==> src/rtl/websocket_frame_builder_assert.svh <==
// assertion macros for the websocket frame builder
`ifndef WEBSOCKET_FRAME_BUILDER_ASSERT_SVH
`define WEBSOCKET_FRAME_BUILDER_ASSERT_SVH

`ifndef SYNTHESIS

// clocked check, masked while reset is active
`define WSFB_ASSERT(label, clk, rstn, prop) \
    label: assert property (@(posedge clk) disable iff (!(rstn)) (prop)) \
        else $error("wsfb check failed");

// clocked check that also holds during reset
`define WSFB_ASSERT_ALWAYS(label, clk, prop) \
    label: assert property (@(posedge clk) (prop)) \
        else $error("wsfb check failed");

`else

`define WSFB_ASSERT(label, clk, rstn, prop)
`define WSFB_ASSERT_ALWAYS(label, clk, prop)

`endif

`endif

==> src/rtl/wsfb_pkg.sv <==
`default_nettype none

package wsfb_pkg;

    // item kinds on s_tuser
    localparam logic KIND_START   = 1'b0;
    localparam logic KIND_PAYLOAD = 1'b1;

    // register byte-address word index
    localparam logic REG_MASK_KEY = 1'b0;

    localparam logic [31:0] MASK_KEY_RESET = 32'h1234_5678;
    localparam logic [7:0]  TYPE_TEXT      = 8'd129;
    localparam logic [7:0]  MASK_BIT       = 8'h80;
    localparam logic [62:0] LEN_SHORT_MAX  = 63'd125;
    localparam logic [62:0] LEN_EXT16_MAX  = 63'd65535;
    localparam logic [6:0]  LEN_CODE_EXT16 = 7'd126;
    localparam logic [6:0]  LEN_CODE_EXT64 = 7'd127;

    // header step where the mask key begins, per length format
    localparam logic [3:0]  KEY_BASE_SHORT = 4'd2;
    localparam logic [3:0]  KEY_BASE_EXT16 = 4'd4;
    localparam logic [3:0]  KEY_BASE_EXT64 = 4'd10;

    typedef enum logic [1:0] {
        FMT_SHORT,
        FMT_EXT16,
        FMT_EXT64
    } len_fmt_t;

    // header serializer control
    typedef struct packed {
        len_fmt_t   fmt;
        logic [3:0] step;
    } hdr_ctl_t;

    // header serializer result
    typedef struct packed {
        logic [7:0] data;
        logic       last_step;
        logic       last_byte;
    } hdr_out_t;

endpackage

`default_nettype wire

==> src/rtl/websocket_frame_builder.sv <==
// channel  | dir | tdata (low bit up)                                  | tuser | tlast
// s_       | in  | frame_type[7:0], payload_length[70:8], byte[78:71]  | kind  | -
// m_       | out | frame_byte[7:0]                                     | -     | last_byte
// apb      | in  | mask_key at byte address 0                          | -     | -
//
// a start item yields 6, 8 or 14 header bytes, one per cycle while the output drains,
// from the header serializer feeding the output byte register.
// frame state updates at input transfer, so a payload byte can be taken every cycle
// while m_tready allows. m_tready low holds the output register; s_tready drops
// while a header is pending. reset is synchronous; all control state clears, no sweep.
`default_nettype none

`include "websocket_frame_builder_assert.svh"

module websocket_frame_builder
    import wsfb_pkg::*;
(
    input  wire logic        aclk,
    input  wire logic        aresetn,
    // input stream
    input  wire logic        s_tvalid,
    output logic             s_tready,
    input  wire logic [79:0] s_tdata,   // frame_type, payload_length, payload_byte, pad
    input  wire logic        s_tuser,   // kind
    // result stream
    output logic             m_tvalid,
    input  wire logic        m_tready,
    output logic [7:0]       m_tdata,   // frame_byte
    output logic             m_tlast,   // last_byte
    // configuration
    input  wire logic        psel,
    input  wire logic        penable,
    input  wire logic        pwrite,
    input  wire logic [2:0]  paddr,
    input  wire logic [31:0] pwdata,
    output logic [31:0]      prdata,
    output logic             pready
);

    logic [7:0]  in_type;
    logic [62:0] in_len;
    logic [7:0]  in_byte;
    logic        in_kind;
    logic        s_xfer;
    logic        out_load;
    logic        hold_final;
    logic [7:0]  hold_data;
    logic        hold_last;

    logic [31:0] mask_key_reg;
    logic [62:0] bytes_left_reg, bytes_left_next;
    logic [1:0]  key_pos_reg, key_pos_next;
    logic        frame_open_reg, frame_open_next;

    logic        hold_valid_reg, hold_valid_next;
    logic        hold_kind_reg, hold_kind_next;
    logic [7:0]  hold_byte_reg, hold_byte_next;
    logic        hold_plast_reg, hold_plast_next;
    logic [62:0] hold_len_reg, hold_len_next;
    len_fmt_t    hold_fmt_reg, hold_fmt_next;
    logic [3:0]  hold_step_reg, hold_step_next;

    logic        m_valid_reg, m_valid_next;
    logic [7:0]  m_data_reg, m_data_next;
    logic        m_last_reg, m_last_next;

    logic [31:0] key_rot;
    logic [7:0]  masked_byte;
    hdr_ctl_t    hdr_ctl;
    hdr_out_t    hdr;

    assign in_type = s_tdata[7:0];
    assign in_len  = s_tdata[70:8];
    assign in_byte = s_tdata[78:71];
    assign in_kind = s_tuser;

    // apb register port
    assign pready = 1'b1;

    always_comb begin
        case (paddr[2])
            REG_MASK_KEY: prdata = mask_key_reg;
            default:      prdata = 32'h0;
        endcase
    end

    always_ff @(posedge aclk) begin
        if (!aresetn) begin
            mask_key_reg <= MASK_KEY_RESET;
        end else if (psel && penable && pwrite && pready && paddr[2] == REG_MASK_KEY) begin
            mask_key_reg <= pwdata;
        end
    end

    // header serializer
    assign hdr_ctl = {hold_fmt_reg, hold_step_reg};

    wsfb_header_gen u_hdr (
        .ctl       (hdr_ctl),
        .type_byte (hold_byte_reg),
        .len       (hold_len_reg),
        .mask_key  (mask_key_reg),
        .hdr       (hdr)
    );

    // pending byte from the hold stage
    always_comb begin
        if (hold_kind_reg == KIND_PAYLOAD) begin
            hold_data  = hold_byte_reg;
            hold_last  = hold_plast_reg;
            hold_final = 1'b1;
        end else begin
            hold_data  = hdr.data;
            hold_last  = hdr.last_byte;
            hold_final = hdr.last_step;
        end
    end

    assign out_load = hold_valid_reg && (!m_valid_reg || m_tready);
    assign s_tready = !hold_valid_reg || (out_load && hold_final);
    assign s_xfer   = s_tvalid && s_tready;

    // payload masking with the current key byte
    assign key_rot     = mask_key_reg << {key_pos_reg, 3'b000};
    assign masked_byte = in_byte ^ key_rot[31:24];

    // frame state and hold stage
    always_comb begin
        bytes_left_next = bytes_left_reg;
        key_pos_next    = key_pos_reg;
        frame_open_next = frame_open_reg;
        hold_valid_next = hold_valid_reg;
        hold_kind_next  = hold_kind_reg;
        hold_byte_next  = hold_byte_reg;
        hold_plast_next = hold_plast_reg;
        hold_len_next   = hold_len_reg;
        hold_fmt_next   = hold_fmt_reg;
        hold_step_next  = hold_step_reg;

        if (out_load) begin
            if (hold_final) begin
                hold_valid_next = 1'b0;
            end else begin
                hold_step_next = hold_step_reg + 4'd1;
            end
        end

        if (s_xfer) begin
            if (in_kind == KIND_START) begin
                bytes_left_next = in_len;
                key_pos_next    = 2'd0;
                frame_open_next = (in_len != 63'd0);
                hold_valid_next = 1'b1;
                hold_kind_next  = KIND_START;
                hold_byte_next  = (in_type == 8'd0) ? TYPE_TEXT : in_type;
                hold_plast_next = 1'b0;
                hold_len_next   = in_len;
                hold_step_next  = 4'd0;
                if (in_len <= LEN_SHORT_MAX) begin
                    hold_fmt_next = FMT_SHORT;
                end else if (in_len <= LEN_EXT16_MAX) begin
                    hold_fmt_next = FMT_EXT16;
                end else begin
                    hold_fmt_next = FMT_EXT64;
                end
            end else if (frame_open_reg) begin
                bytes_left_next = bytes_left_reg - 63'd1;
                key_pos_next    = key_pos_reg + 2'd1;
                frame_open_next = (bytes_left_reg != 63'd1);
                hold_valid_next = 1'b1;
                hold_kind_next  = KIND_PAYLOAD;
                hold_byte_next  = masked_byte;
                hold_plast_next = (bytes_left_reg == 63'd1);
                hold_step_next  = 4'd0;
            end
        end
    end

    // output byte register
    always_comb begin
        m_valid_next = m_valid_reg;
        m_data_next  = m_data_reg;
        m_last_next  = m_last_reg;
        if (out_load) begin
            m_valid_next = 1'b1;
            m_data_next  = hold_data;
            m_last_next  = hold_last;
        end else if (m_tready) begin
            m_valid_next = 1'b0;
        end
    end

    always_ff @(posedge aclk) begin
        if (!aresetn) begin
            bytes_left_reg <= 63'd0;
            key_pos_reg    <= 2'd0;
            frame_open_reg <= 1'b0;
            hold_valid_reg <= 1'b0;
            hold_kind_reg  <= KIND_START;
            hold_fmt_reg   <= FMT_SHORT;
            hold_step_reg  <= 4'd0;
            m_valid_reg    <= 1'b0;
        end else begin
            bytes_left_reg <= bytes_left_next;
            key_pos_reg    <= key_pos_next;
            frame_open_reg <= frame_open_next;
            hold_valid_reg <= hold_valid_next;
            hold_kind_reg  <= hold_kind_next;
            hold_fmt_reg   <= hold_fmt_next;
            hold_step_reg  <= hold_step_next;
            m_valid_reg    <= m_valid_next;
        end
    end

    always_ff @(posedge aclk) begin
        hold_byte_reg  <= hold_byte_next;
        hold_plast_reg <= hold_plast_next;
        hold_len_reg   <= hold_len_next;
        m_data_reg     <= m_data_next;
        m_last_reg     <= m_last_next;
    end

    assign m_tvalid = m_valid_reg;
    assign m_tdata  = m_data_reg;
    assign m_tlast  = m_last_reg;

    // checks
    `WSFB_ASSERT(a_open_matches_count, aclk, aresetn, frame_open_reg == (bytes_left_reg != 63'd0))
    `WSFB_ASSERT(a_take_only_on_drain, aclk, aresetn,
        (s_xfer && hold_valid_reg) |-> (out_load && hold_final))
    `WSFB_ASSERT(a_start_resets_key, aclk, aresetn,
        (s_xfer && in_kind == KIND_START) |=> (key_pos_reg == 2'd0 && hold_step_reg == 4'd0))
    `WSFB_ASSERT(a_step_in_range, aclk, aresetn, hold_valid_reg |-> hold_step_reg <= 4'd13)

endmodule

`default_nettype wire

==> src/rtl/wsfb_header_gen.sv <==
`default_nettype none

module wsfb_header_gen
    import wsfb_pkg::*;
(
    input  wire hdr_ctl_t    ctl,
    input  wire logic [7:0]  type_byte,
    input  wire logic [62:0] len,
    input  wire logic [31:0] mask_key,
    output hdr_out_t         hdr
);

    logic [3:0]  key_base;
    logic [3:0]  key_off;
    logic [1:0]  key_idx;
    logic [2:0]  ext_idx;
    logic [2:0]  byte_sel;
    logic [2:0]  shift_sel;
    logic [63:0] len_ext;
    logic [63:0] len_shifted;
    logic [31:0] key_shifted;

    // key position within the header for this format
    always_comb begin
        case (ctl.fmt)
            FMT_SHORT: key_base = KEY_BASE_SHORT;
            FMT_EXT16: key_base = KEY_BASE_EXT16;
            FMT_EXT64: key_base = KEY_BASE_EXT64;
            default:   key_base = KEY_BASE_SHORT;
        endcase
    end

    assign key_off     = ctl.step - key_base;
    assign key_idx     = key_off[1:0];
    assign key_shifted = mask_key << {key_idx, 3'b000};

    // big-endian extended length byte, 16-bit form uses the two low bytes
    assign ext_idx     = 3'(ctl.step - 4'd2);
    assign byte_sel    = (ctl.fmt == FMT_EXT16) ? (ext_idx + 3'd6) : ext_idx;
    assign shift_sel   = ~byte_sel;
    assign len_ext     = {1'b0, len};
    assign len_shifted = len_ext >> {shift_sel, 3'b000};

    // byte mux over the header steps
    always_comb begin
        hdr.data      = 8'h00;
        hdr.last_step = 1'b0;
        hdr.last_byte = 1'b0;
        if (ctl.step >= key_base) begin
            hdr.data      = key_shifted[31:24];
            hdr.last_step = (key_idx == 2'd3);
            hdr.last_byte = (key_idx == 2'd3) && (len == 63'd0);
        end else if (ctl.step == 4'd0) begin
            hdr.data = type_byte;
        end else if (ctl.step == 4'd1) begin
            case (ctl.fmt)
                FMT_SHORT: hdr.data = MASK_BIT | {1'b0, len[6:0]};
                FMT_EXT16: hdr.data = MASK_BIT | {1'b0, LEN_CODE_EXT16};
                FMT_EXT64: hdr.data = MASK_BIT | {1'b0, LEN_CODE_EXT64};
                default:   hdr.data = MASK_BIT;
            endcase
        end else begin
            hdr.data = len_shifted[7:0];
        end
    end

endmodule

`default_nettype wire
==> config.mk <==
export PLATFORM = sky130hd
export DESIGN_NAME = websocket_frame_builder
export DESIGN_NICKNAME = d
export VERILOG_FILES = /design/src/rtl/wsfb_pkg.sv /design/src/rtl/websocket_frame_builder.sv /design/src/rtl/wsfb_header_gen.sv
export VERILOG_INCLUDE_DIRS = /design/src /design/src/rtl
export SDC_FILE = /design/constraint.sdc
export NUM_CORES = 1
export LEC_CHECK = 0
export ABC_AREA = 1
export ABC_CLOCK_PERIOD_IN_PS = 3600
export BUFFER_PORTS_ARGS = -buffer_cell sky130_fd_sc_hd__buf_2
export CORE_ASPECT_RATIO = 1.1
export CORE_MARGIN = 10
export CORE_UTILIZATION = 40
export DETAILED_ROUTE_END_ITERATION = 12
export GPL_TIMING_DRIVEN = 0
export PLACE_DENSITY = 0.66
export SETUP_SLACK_MARGIN = 0.2
export SKIP_CTS_REPAIR_TIMING = 1
export SYNTH_ARGS = -nofsm -noshare
export SYNTH_HDL_FRONTEND = slang
export SYNTH_SLANG_ARGS = --single-unit
==> constraint.sdc <==
create_clock -name aclk -period 3.6 [get_ports aclk]
set_clock_uncertainty 0.15 [all_clocks]
set_input_delay 0.36 -clock aclk [delete_from_list [all_inputs] [get_ports aclk]]
set_output_delay 0.36 -clock aclk [all_outputs]
set_load 0.005 [all_outputs]
==> flow_summary.toml, run 1 <==
[setup_path]
critPathTopFamily = "simple AND/OR/NAND/NOR gates"
crit_arrival_ns = 3.12
path_buf_inv = 5
cp.depth = 16
cpPeakStageDelay_ns = 0.36
slowest_stage = "nand3_2"
cp_common_cell = "nand2_1"
path_cells = "inv_1, ha_1, inv_1, ha_1, buf_4, nand2_8, nand2_1, nand2_1, nand2_2, nand2_2, nand2_1, nand2_1, nand2_1, nand3_2, clkinvlp_4, buf_4"
cp-end-kind = "flop"
r2r_cells = 16
cp_max_fo = 16
timing_worst_setup_path_type = "flop to flop"
cp_data_required_time_ns = 3.58
critPathLaunchType = "flop"

[timing]
finalCritPeriodShare_pct = 87.2
setup_viol = 0
tightest_slew_ns = 0.974
relSlewSlack_pct = 34.8
report.final.slew_viol_count = 0
min_period_ns = 3.14
hold_slack_ns = -0.0248
rsz0062_at_grt = "no"
max_freq_mhz = 318
hold_viol = 2

[clock_tree]
clk_pin_slew_ns = 0.09
cts_max_level = 4
clk_path_buf_depth = 2
clk_latency_ns = 0.45
tritoncts = "yes"
cts_root_buf = "clkbuf_16"
clock-sinks = 188
cts_buffers = 17

[cells_and_area]
n_antenna_cell = 0
nNetsFinal = 2032
drive_gt1_share_pct = 13.1
final_common_cell = "nand2_1"
stdcell_count = 2272
syn2layout_area_growth_pct = 20.7
final_cell_mix = "nand2_1 (508), nor2_1 (279), buf_2 (168), inv_1 (157), nand3_1 (120)"

[global_routing]
grt_pass1_wl_um = 69100
grt_overflow = 0
antenna_found_initial = 0
grt_use_total_pct = 25.3
grt_pass1_vias = 11596
grt_max_degree = 64

[placement]
dpl.hpwl_um = 37600
port_buffers = 161
gp_congestion = 1.05
place_inst = 2190

[power_and_ir_drop]
powerDensity_mw_per_mm2 = 479
leakagePower_nw = 6.33
vdd_drop_max_uv = 259
total_power_w = 0.00653

[yosys]
syn_area_sq_mm = 0.0113
yosysSeqAreaShare_pct = 40.5
yosys_warnings = 0
synth_top_flop_cell = "dfxtp_1"
syn-instance-count = 1666
synth-seq-cells = 188
yosysUniqueCellTypes = 45
async_reset_ff_share_pct = 0
synth-edff-count = 81
synth_nets = 1802
avgSynthCellArea_sq_um = 6.78

[floorplan]
pin_count = 167
fp.dieW_um = 180
dieArea_sq_mm = 0.0354
initial_core_util_pct = 40.5
core_sq_mm = 0.0279
die_y_um = 196
placementRows = 64

[drt]
drcViolationCount = 0
viasPerCell = 5.33
drt_iter0_markers = 1184
wire_per_inst_um = 20.5
first_pass_iters = 6
drt_wl_total_um = 46700
ant_nets = 0
vias = 12112

[hold_path]
hold_path.class = "primary input to flop"
hold_depth = 3

[run_status]
violations = "hold timing"
status = "finished, violations left"

[job]
maxCapViolations = 0
[power by group]
part | leakage, nW | switching (W) | internal [W]
registers | 1.63 | 0.000115 | 0.00238
clock network | 0.281 | 0.000989 | 0.000933
logic | 4.42 | 0.00149 | 0.000627
[layer usage]
metal / vias up / track usage, % / part of all wire [%]
met5: - / 0 / 0
met4: 0 / 9.15 / 3.6
met3: 102 / 3.09 / 5.9
met2: 448 / 44.9 / 50
met1: 5690 / 30.7 / 40
li1: 5872 / - / -
[cell families after synthesis]
family / after synthesis / share of synthesized area (%)
xor+xnor: 24 / 1.86
compound gates: 217 / 10.6
fa+ha+maj: 13 / 1.44
buf+inv: 224 / 8.25
simple gates: 999 / 37.3
other cells: 1 / 0.0332
flops: 188 / 40.5
[Yosys cell counts, types with 2 or more instances]
| cell type | instances | area share, % |
|---|---|---|
| xnor2_1 | 7 | 0.54 |
| nor4_1 | 15 | 0.83 |
| and2_1 | 2 | 0.11 |
| buf_2 | 7 | 0.31 |
| nand2_2 | 4 | 0.22 |
| a31oi_1 | 4 | 0.22 |
| o21ai_0 | 80 | 3.5 |
| o21bai_1 | 3 | 0.20 |
| dfxtp_1 | 107 | 19 |
| buf_1 | 3 | 0.10 |
| nand4_1 | 14 | 0.78 |
| nor2_2 | 3 | 0.17 |
| buf_6 | 7 | 0.70 |
| inv_1 | 158 | 5.3 |
| edfxtp_1 | 81 | 22 |
| o21ai_1 | 17 | 0.75 |
| nand3_1 | 121 | 5.4 |
| nor3_1 | 9 | 0.40 |
| ha_1 | 13 | 1.4 |
| nand2_1 | 508 | 17 |
| nand3b_1 | 23 | 1.5 |
| nor2_1 | 279 | 9.3 |
| o22ai_1 | 7 | 0.39 |
| o211ai_1 | 25 | 1.7 |
| xor2_1 | 17 | 1.3 |
| a21oi_1 | 69 | 3.1 |
| nor2_4 | 2 | 0.20 |
| or2_2 | 13 | 0.72 |
| a211oi_1 | 8 | 0.53 |
| buf_4 | 6 | 0.40 |
| clkbuf_1 | 40 | 1.3 |
[through the flow]
stage | TNS (ns) | worst slack (ns) | hold WS, ns | cell area, sq um | utilization (%)
after floorplan | 0 | 0.290 | 0.293 | 11300 | -
after global placement | -30.83 | -0.496 | 0.315 | 12600 | 45.1
after detailed placement | -30.91 | -0.497 | 0.325 | 12600 | 45.1
after CTS | -31.80 | -0.513 | -0.0611 | 13100 | 47.2
after global routing | 0 | 0.211 | 0.0000782 | 13600 | 48.9
final | 0 | 0.460 | -0.0248 | 13600 | 48.9
[worst register-to-register path, delay by kind of cell, from the launching register on]
| family | cells | cell delay, ns |
|---|---|---|
| simple gates | 9 | 1.05 |
| flops | 1 | 0.35 |
| buf+inv | 5 | 0.81 |
| fa+ha+maj | 2 | 0.46 |
[area by class of cell]
type / instances / area (sq um)
buffer: 63 / 320
inverter: 161 / 616
multi-input combinational: 1254 / 5790
timing repair buffer: 208 / 1270
timing repair inverter: 3 / 22.5
clock buffer: 17 / 425
clock inverter: 15 / 164
sequential: 188 / 4570
tap: 363 / 454
fill: 2890 / 14200
[worst paths after layout]
path                                    startpoint                  to  slack, ns
worst min register to register  bytes_left_reg[59]  bytes_left_reg[59]       0.34
worst min-delay path                    pwdata[21]    mask_key_reg[21]      -0.02
worst max register to register     hold_fmt_reg[1]    hold_len_reg[54]       0.46
worst max-delay path               hold_fmt_reg[1]    hold_len_reg[54]       0.46
Note: power is estimated with default switching activity, not from simulation.
==> inputs of run 2 (changes only) <==
CORE_ASPECT_RATIO = not set   (was 1.1)
==> run 2 against run 1 <==
Compared with the run above:
- the run still ends with hold timing left
- non-clock buffer count fell by 8
- clock power up 3%
- setup slack worse by 0.053 ns
- largest power group unchanged
- sequential power barely moved
- hold slack got worse by 0.00083 ns
- core utilization shrank 0.061 points
- largest cell class unchanged
- die area hardly changed
- register-to-register slack got worse by 0.05 ns
- wire length is 2.8% lower
- final area is 0.16% lower
- combinational power decreased by 3%
- sequential share of layout area is 0.052 points higher
==> flow_summary.toml, run 2 (synthesis gave the netlist of run 1 again) <==
[cells_and_area]
multiInputGateArea_sq_mm = 0.00580
stdcell_count = 2284
fill_cells = 2871
final_common_cell = "nand2_1"
syn2layout_area_growth_pct = 20.5
nNetsFinal = 2024
seqCellArea_sq_mm = 0.00457
drive_gt1_share_pct = 13.3
final_cell_mix = "nand2_1 (508), nor2_1 (278), buf_2 (168), inv_1 (157), nand3_1 (120)"

[power_and_ir_drop]
powerDensity_mw_per_mm2 = 478
leakagePower_nw = 6.32
vdd_drop_max_uv = 326
total_power_w = 0.00651

[clock_tree]
cts_max_level = 4
cts_buffers = 17
tritoncts = "yes"
cts_root_buf = "clkbuf_16"
clk_path_buf_depth = 2
clock-sinks = 188
clk_latency_ns = 0.44
clk_pin_slew_ns = 0.09

[global_routing]
grt_pass1_vias = 11483
grt_pass1_wl_um = 67000
grt_use_total_pct = 24.4
antenna_found_initial = 5
grt_overflow = 0
grt_max_degree = 64

[drt]
wire_per_inst_um = 19.8
drcViolationCount = 0
drt_iter0_markers = 1351
ant_nets = 0
first_pass_iters = 6
drt_wl_total_um = 45300
viasPerCell = 5.34
vias = 12206

[timing]
setup_viol = 0
tns_ns = 0
tightest_slew_ns = 0.850
hold_viol = 5
relSlewSlack_pct = 43.3
rsz0062_at_grt = "no"
layout_setup_ws_ns = 0.407
report.final.slew_viol_count = 0
finalCritPeriodShare_pct = 88.7
hold_slack_ns = -0.0256
min_period_ns = 3.19
max_freq_mhz = 313

[floorplan]
die_y_um = 188
fp.dieW_um = 188
pin_count = 167
initial_core_util_pct = 40.5
placementRows = 61
dieArea_sq_mm = 0.0354
core_sq_mm = 0.0279

[setup_path]
cp_max_fo = 14
critPathLaunchType = "flop"
timing_worst_setup_path_type = "flop to flop"
cp_data_required_time_ns = 3.59
crit_arrival_ns = 3.18
cp-end-kind = "flop"

[placement]
port_buffers = 161
pre_cts_ws_ns = -0.529
dpl.hpwl_um = 36100
place_inst = 2205
gp_congestion = 0.968

[run_status]
violations = "hold timing"
status = "finished, violations left"

[job]
maxCapViolations = 0

[hold_path]
hold_path.class = "primary input to flop"
## run 2: changes by cell type in the layout (fill, tap and decap cells not counted), sizes merged
| cell | change |
|---|---|
| inv | -1 |
| clkinvlp | -2 |
| dlygate4sd3 | -8 |
| clkinv | +3 |
| diode | +5 |
## run 2: final cells by class
cell class	instances	area share, %
multi-input combinational	1254	42.6
sequential	188	33.6
timing repair buffer	200	8.71
inverter	161	4.52
tap	378	3.47
clock buffer	17	3.12
buffer	63	2.35
clock inverter	15	1.39
timing repair inverter	3	0.165
antenna	5	0.0919
## run 2: final timing paths
path                       from            endpoint  slack [ns]  depth (start not counted)
max             hold_fmt_reg[1]    hold_len_reg[17]        0.41                         16
min                  pwdata[12]    mask_key_reg[12]       -0.03                          3
max reg2reg     hold_fmt_reg[1]    hold_len_reg[17]        0.41                         16
min reg2reg  bytes_left_reg[62]  bytes_left_reg[62]        0.32                          2
## run 2: critical path, cell delays in order (launching register included)
cell and delay (ns):
dfxtp_1 0.35, inv_1 0.12, ha_1 0.18, inv_1 0.06, ha_1 0.27, buf_4 0.17
nand2_8 0.10, nand2_1 0.08, nand2_1 0.06, nand2_2 0.08, nand2_2 0.10, nand2_1 0.09
nand2_1 0.07, nand2_1 0.14, nand3_2 0.35, clkinvlp_4 0.23, buf_4 0.25
## run 2: report_power, final
part | internal, W | leakage (nW) | switching [W]
clock network | 0.000949 | 0.298 | 0.00102
logic | 0.000621 | 4.39 | 0.00143
registers | 0.00238 | 1.63 | 0.000118
## run 2: per-layer routing
layer	vias up	wire (um)	global-route usage [%]
met5	-	0	0
met4	0	1400	8.15
met3	85	2970	2.99
met2	502	21900	41.4
met1	5776	19100	31.4
li1	5843	-	-
## run 2: per-stage QoR
stage	area (sq um)	utilization (%)
6_report	13600	48.9
5_1_grt	13600	48.9
4_1_cts	13200	47.4
3_5_place_dp	12600	45.2
3_3_place_gp	12600	45.2
2_1_floorplan	11300	-
==> inputs of run 3 (changes only) <==
PLACE_DENSITY = not set   (was 0.66)
PLACE_DENSITY_LB_ADDON = 0.08   (was not set)
==> run 3 against run 2 <==
Compared with the run above:
- critical path depth fell by 4
- the run still ends with hold timing left
- largest power group unchanged
- critical path type unchanged
- sequential power barely moved
- clock-buffer cell count rose by 4
- global-route usage rose by 0.45 points
- die area did not move
- hold slack improved by 0.011 ns
- via count fell by 1.0%
- wire length rose by 1.3%
- setup slack improved by 0.090 ns
==> flow_summary.toml, run 3 (synthesis gave the netlist of run 1 again) <==
[clock_tree]
cts_root_buf = "clkbuf_16"
cts_buffers = 17
clk_pin_slew_ns = 0.08
clk_latency_ns = 0.45
tritoncts = "yes"
cts_max_level = 4
clk_path_buf_depth = 2
clock-sinks = 188

[cells_and_area]
fill_cells = 2901
nNetsFinal = 2032
syn2layout_area_growth_pct = 20.9
final_cell_mix = "nand2_1 (508), nor2_1 (279), buf_2 (168), inv_1 (157), nand3_1 (121)"
final_common_cell = "nand2_1"
finish.utilization_pct = 49.0
final_area_sq_mm = 0.0137
drive_gt1_share_pct = 12.8

[timing]
tightest_slew_ns = 0.978
hold_slack_ns = -0.0144
rsz0062_at_grt = "no"
report.final.slew_viol_count = 0
setup_viol = 0
layout_setup_ws_ns = 0.497
hold_viol = 2
finalCritPeriodShare_pct = 86.2
relSlewSlack_pct = 34.6
max_freq_mhz = 322
min_period_ns = 3.10

[global_routing]
grt_max_degree = 64
grt_overflow = 0
grt_pass1_wl_um = 66600
grtUsageMet3_pct = 4.97
grt_use_total_pct = 24.9
grt.busiest_layer = "met2"
antenna_found_initial = 6
grt_pass1_vias = 11107
use_met2_pct = 38.7
grtUsageMet1_pct = 33.2

[drt]
drt_wl_total_um = 45900
viasPerCell = 5.27
first_pass_iters = 5
drcViolationCount = 0
wire_per_inst_um = 20.0
ant_nets = 0
drt_iter0_markers = 1235
vias = 12079

[job]
maxCapViolations = 0

[floorplan]
core_sq_mm = 0.0279
pin_count = 167
fp.dieW_um = 188
dieArea_sq_mm = 0.0354
placementRows = 61
die_y_um = 188
initial_core_util_pct = 40.5

[power_and_ir_drop]
total_power_w = 0.00642
vdd_drop_max_uv = 318
powerDensity_mw_per_mm2 = 470
leakagePower_nw = 6.33

[setup_path]
slowest_stage = "o21ai_0"
path_buf_inv = 4
crit_arrival_ns = 3.16
cp_max_fo = 10
cp_data_required_time_ns = 3.66
cp_common_cell = "nand2_1"
critPathLaunchType = "flop"
critPathTopFamily = "buffers and inverters"
timing_worst_setup_path_type = "flop to flop"
r2r_slack_ns = 0.50
path_cells = "inv_1, ha_1, inv_1, ha_1, buf_4, nand2_1, clkbuf_2, o22ai_1, o21ai_0, nand2_1, nand2_1, nand2_1"
cpPeakStageDelay_ns = 0.55
cp-end-kind = "flop"

[placement]
dpl-instance-area_sq_mm = 0.0126
port_buffers = 161
gp_congestion = 0.973
pre_cts_ws_ns = -0.430
dpl.hpwl_um = 36700

[hold_path]
hold_path.class = "primary input to flop"

[run_status]
violations = "hold timing"
status = "finished, violations left"
run 3: changes by cell type in the layout (fill, tap and decap cells not counted), moves of 2 or more:
| cell | change |
|---|---|
| buf_4 | -3 |
| clkbuf_1 | +2 |
| clkinv_2 | +2 |
| clkinv_8 | -7 |
| dlygate4sd3_1 | +12 |
run 3: layer usage:
layer	share of wire, %	up-vias
li1	-	5855
met1	43	5640
met2	45	504
met3	8.3	78
met4	3.0	2
met5	0.037	-
run 3: power by group:
part	leakage (nW)	internal, W	switching (W)
combinational	4.43	0.000629	0.00142
sequential	1.63	0.00238	0.000113
clock	0.274	0.000949	0.000927
run 3: worst paths after layout:
kind,startpoint,endpoint,depth (start not counted)
worst min-delay path,pwdata[25],mask_key_reg[25],3
worst max register to register,hold_fmt_reg[1],m_tdata[7],12
worst max-delay path,hold_fmt_reg[1],m_tdata[7],12
worst min register to register,bytes_left_reg[62],bytes_left_reg[62],2
run 3: per-stage QoR:
step	instances	setup TNS, ns
detailed placement	2205	-26.73
global placement	2205	-23.37
CTS	2237	-27.00
floorplan	1666	0
finish	2292	0
global route	2292	0
run 3: cell type report:
class / count / area, sq um / share of cell area (%)
multi-input cells: 1254 / 5790 / 42.4
flip-flops and latches: 188 / 4570 / 33.5
repair buffers: 210 / 1300 / 9.55
inverters: 161 / 616 / 4.51
well taps: 378 / 473 / 3.46
clock buffers: 21 / 462 / 3.38
plain buffers: 63 / 322 / 2.35
clock inverters: 11 / 95.1 / 0.696
diodes: 5 / 12.5 / 0.0916
repair inverters: 1 / 7.51 / 0.0550
run 3: worst reg2reg max path, delay by kind of cell (launching register included):
kind                       cells  cell delay (ns)
AOI/OAI and AO/OA              2             0.71
adders and majority gates      2             0.43
buffers and inverters          4             0.75
DFF                            1             0.40
and+or+nand+nor                4             0.42
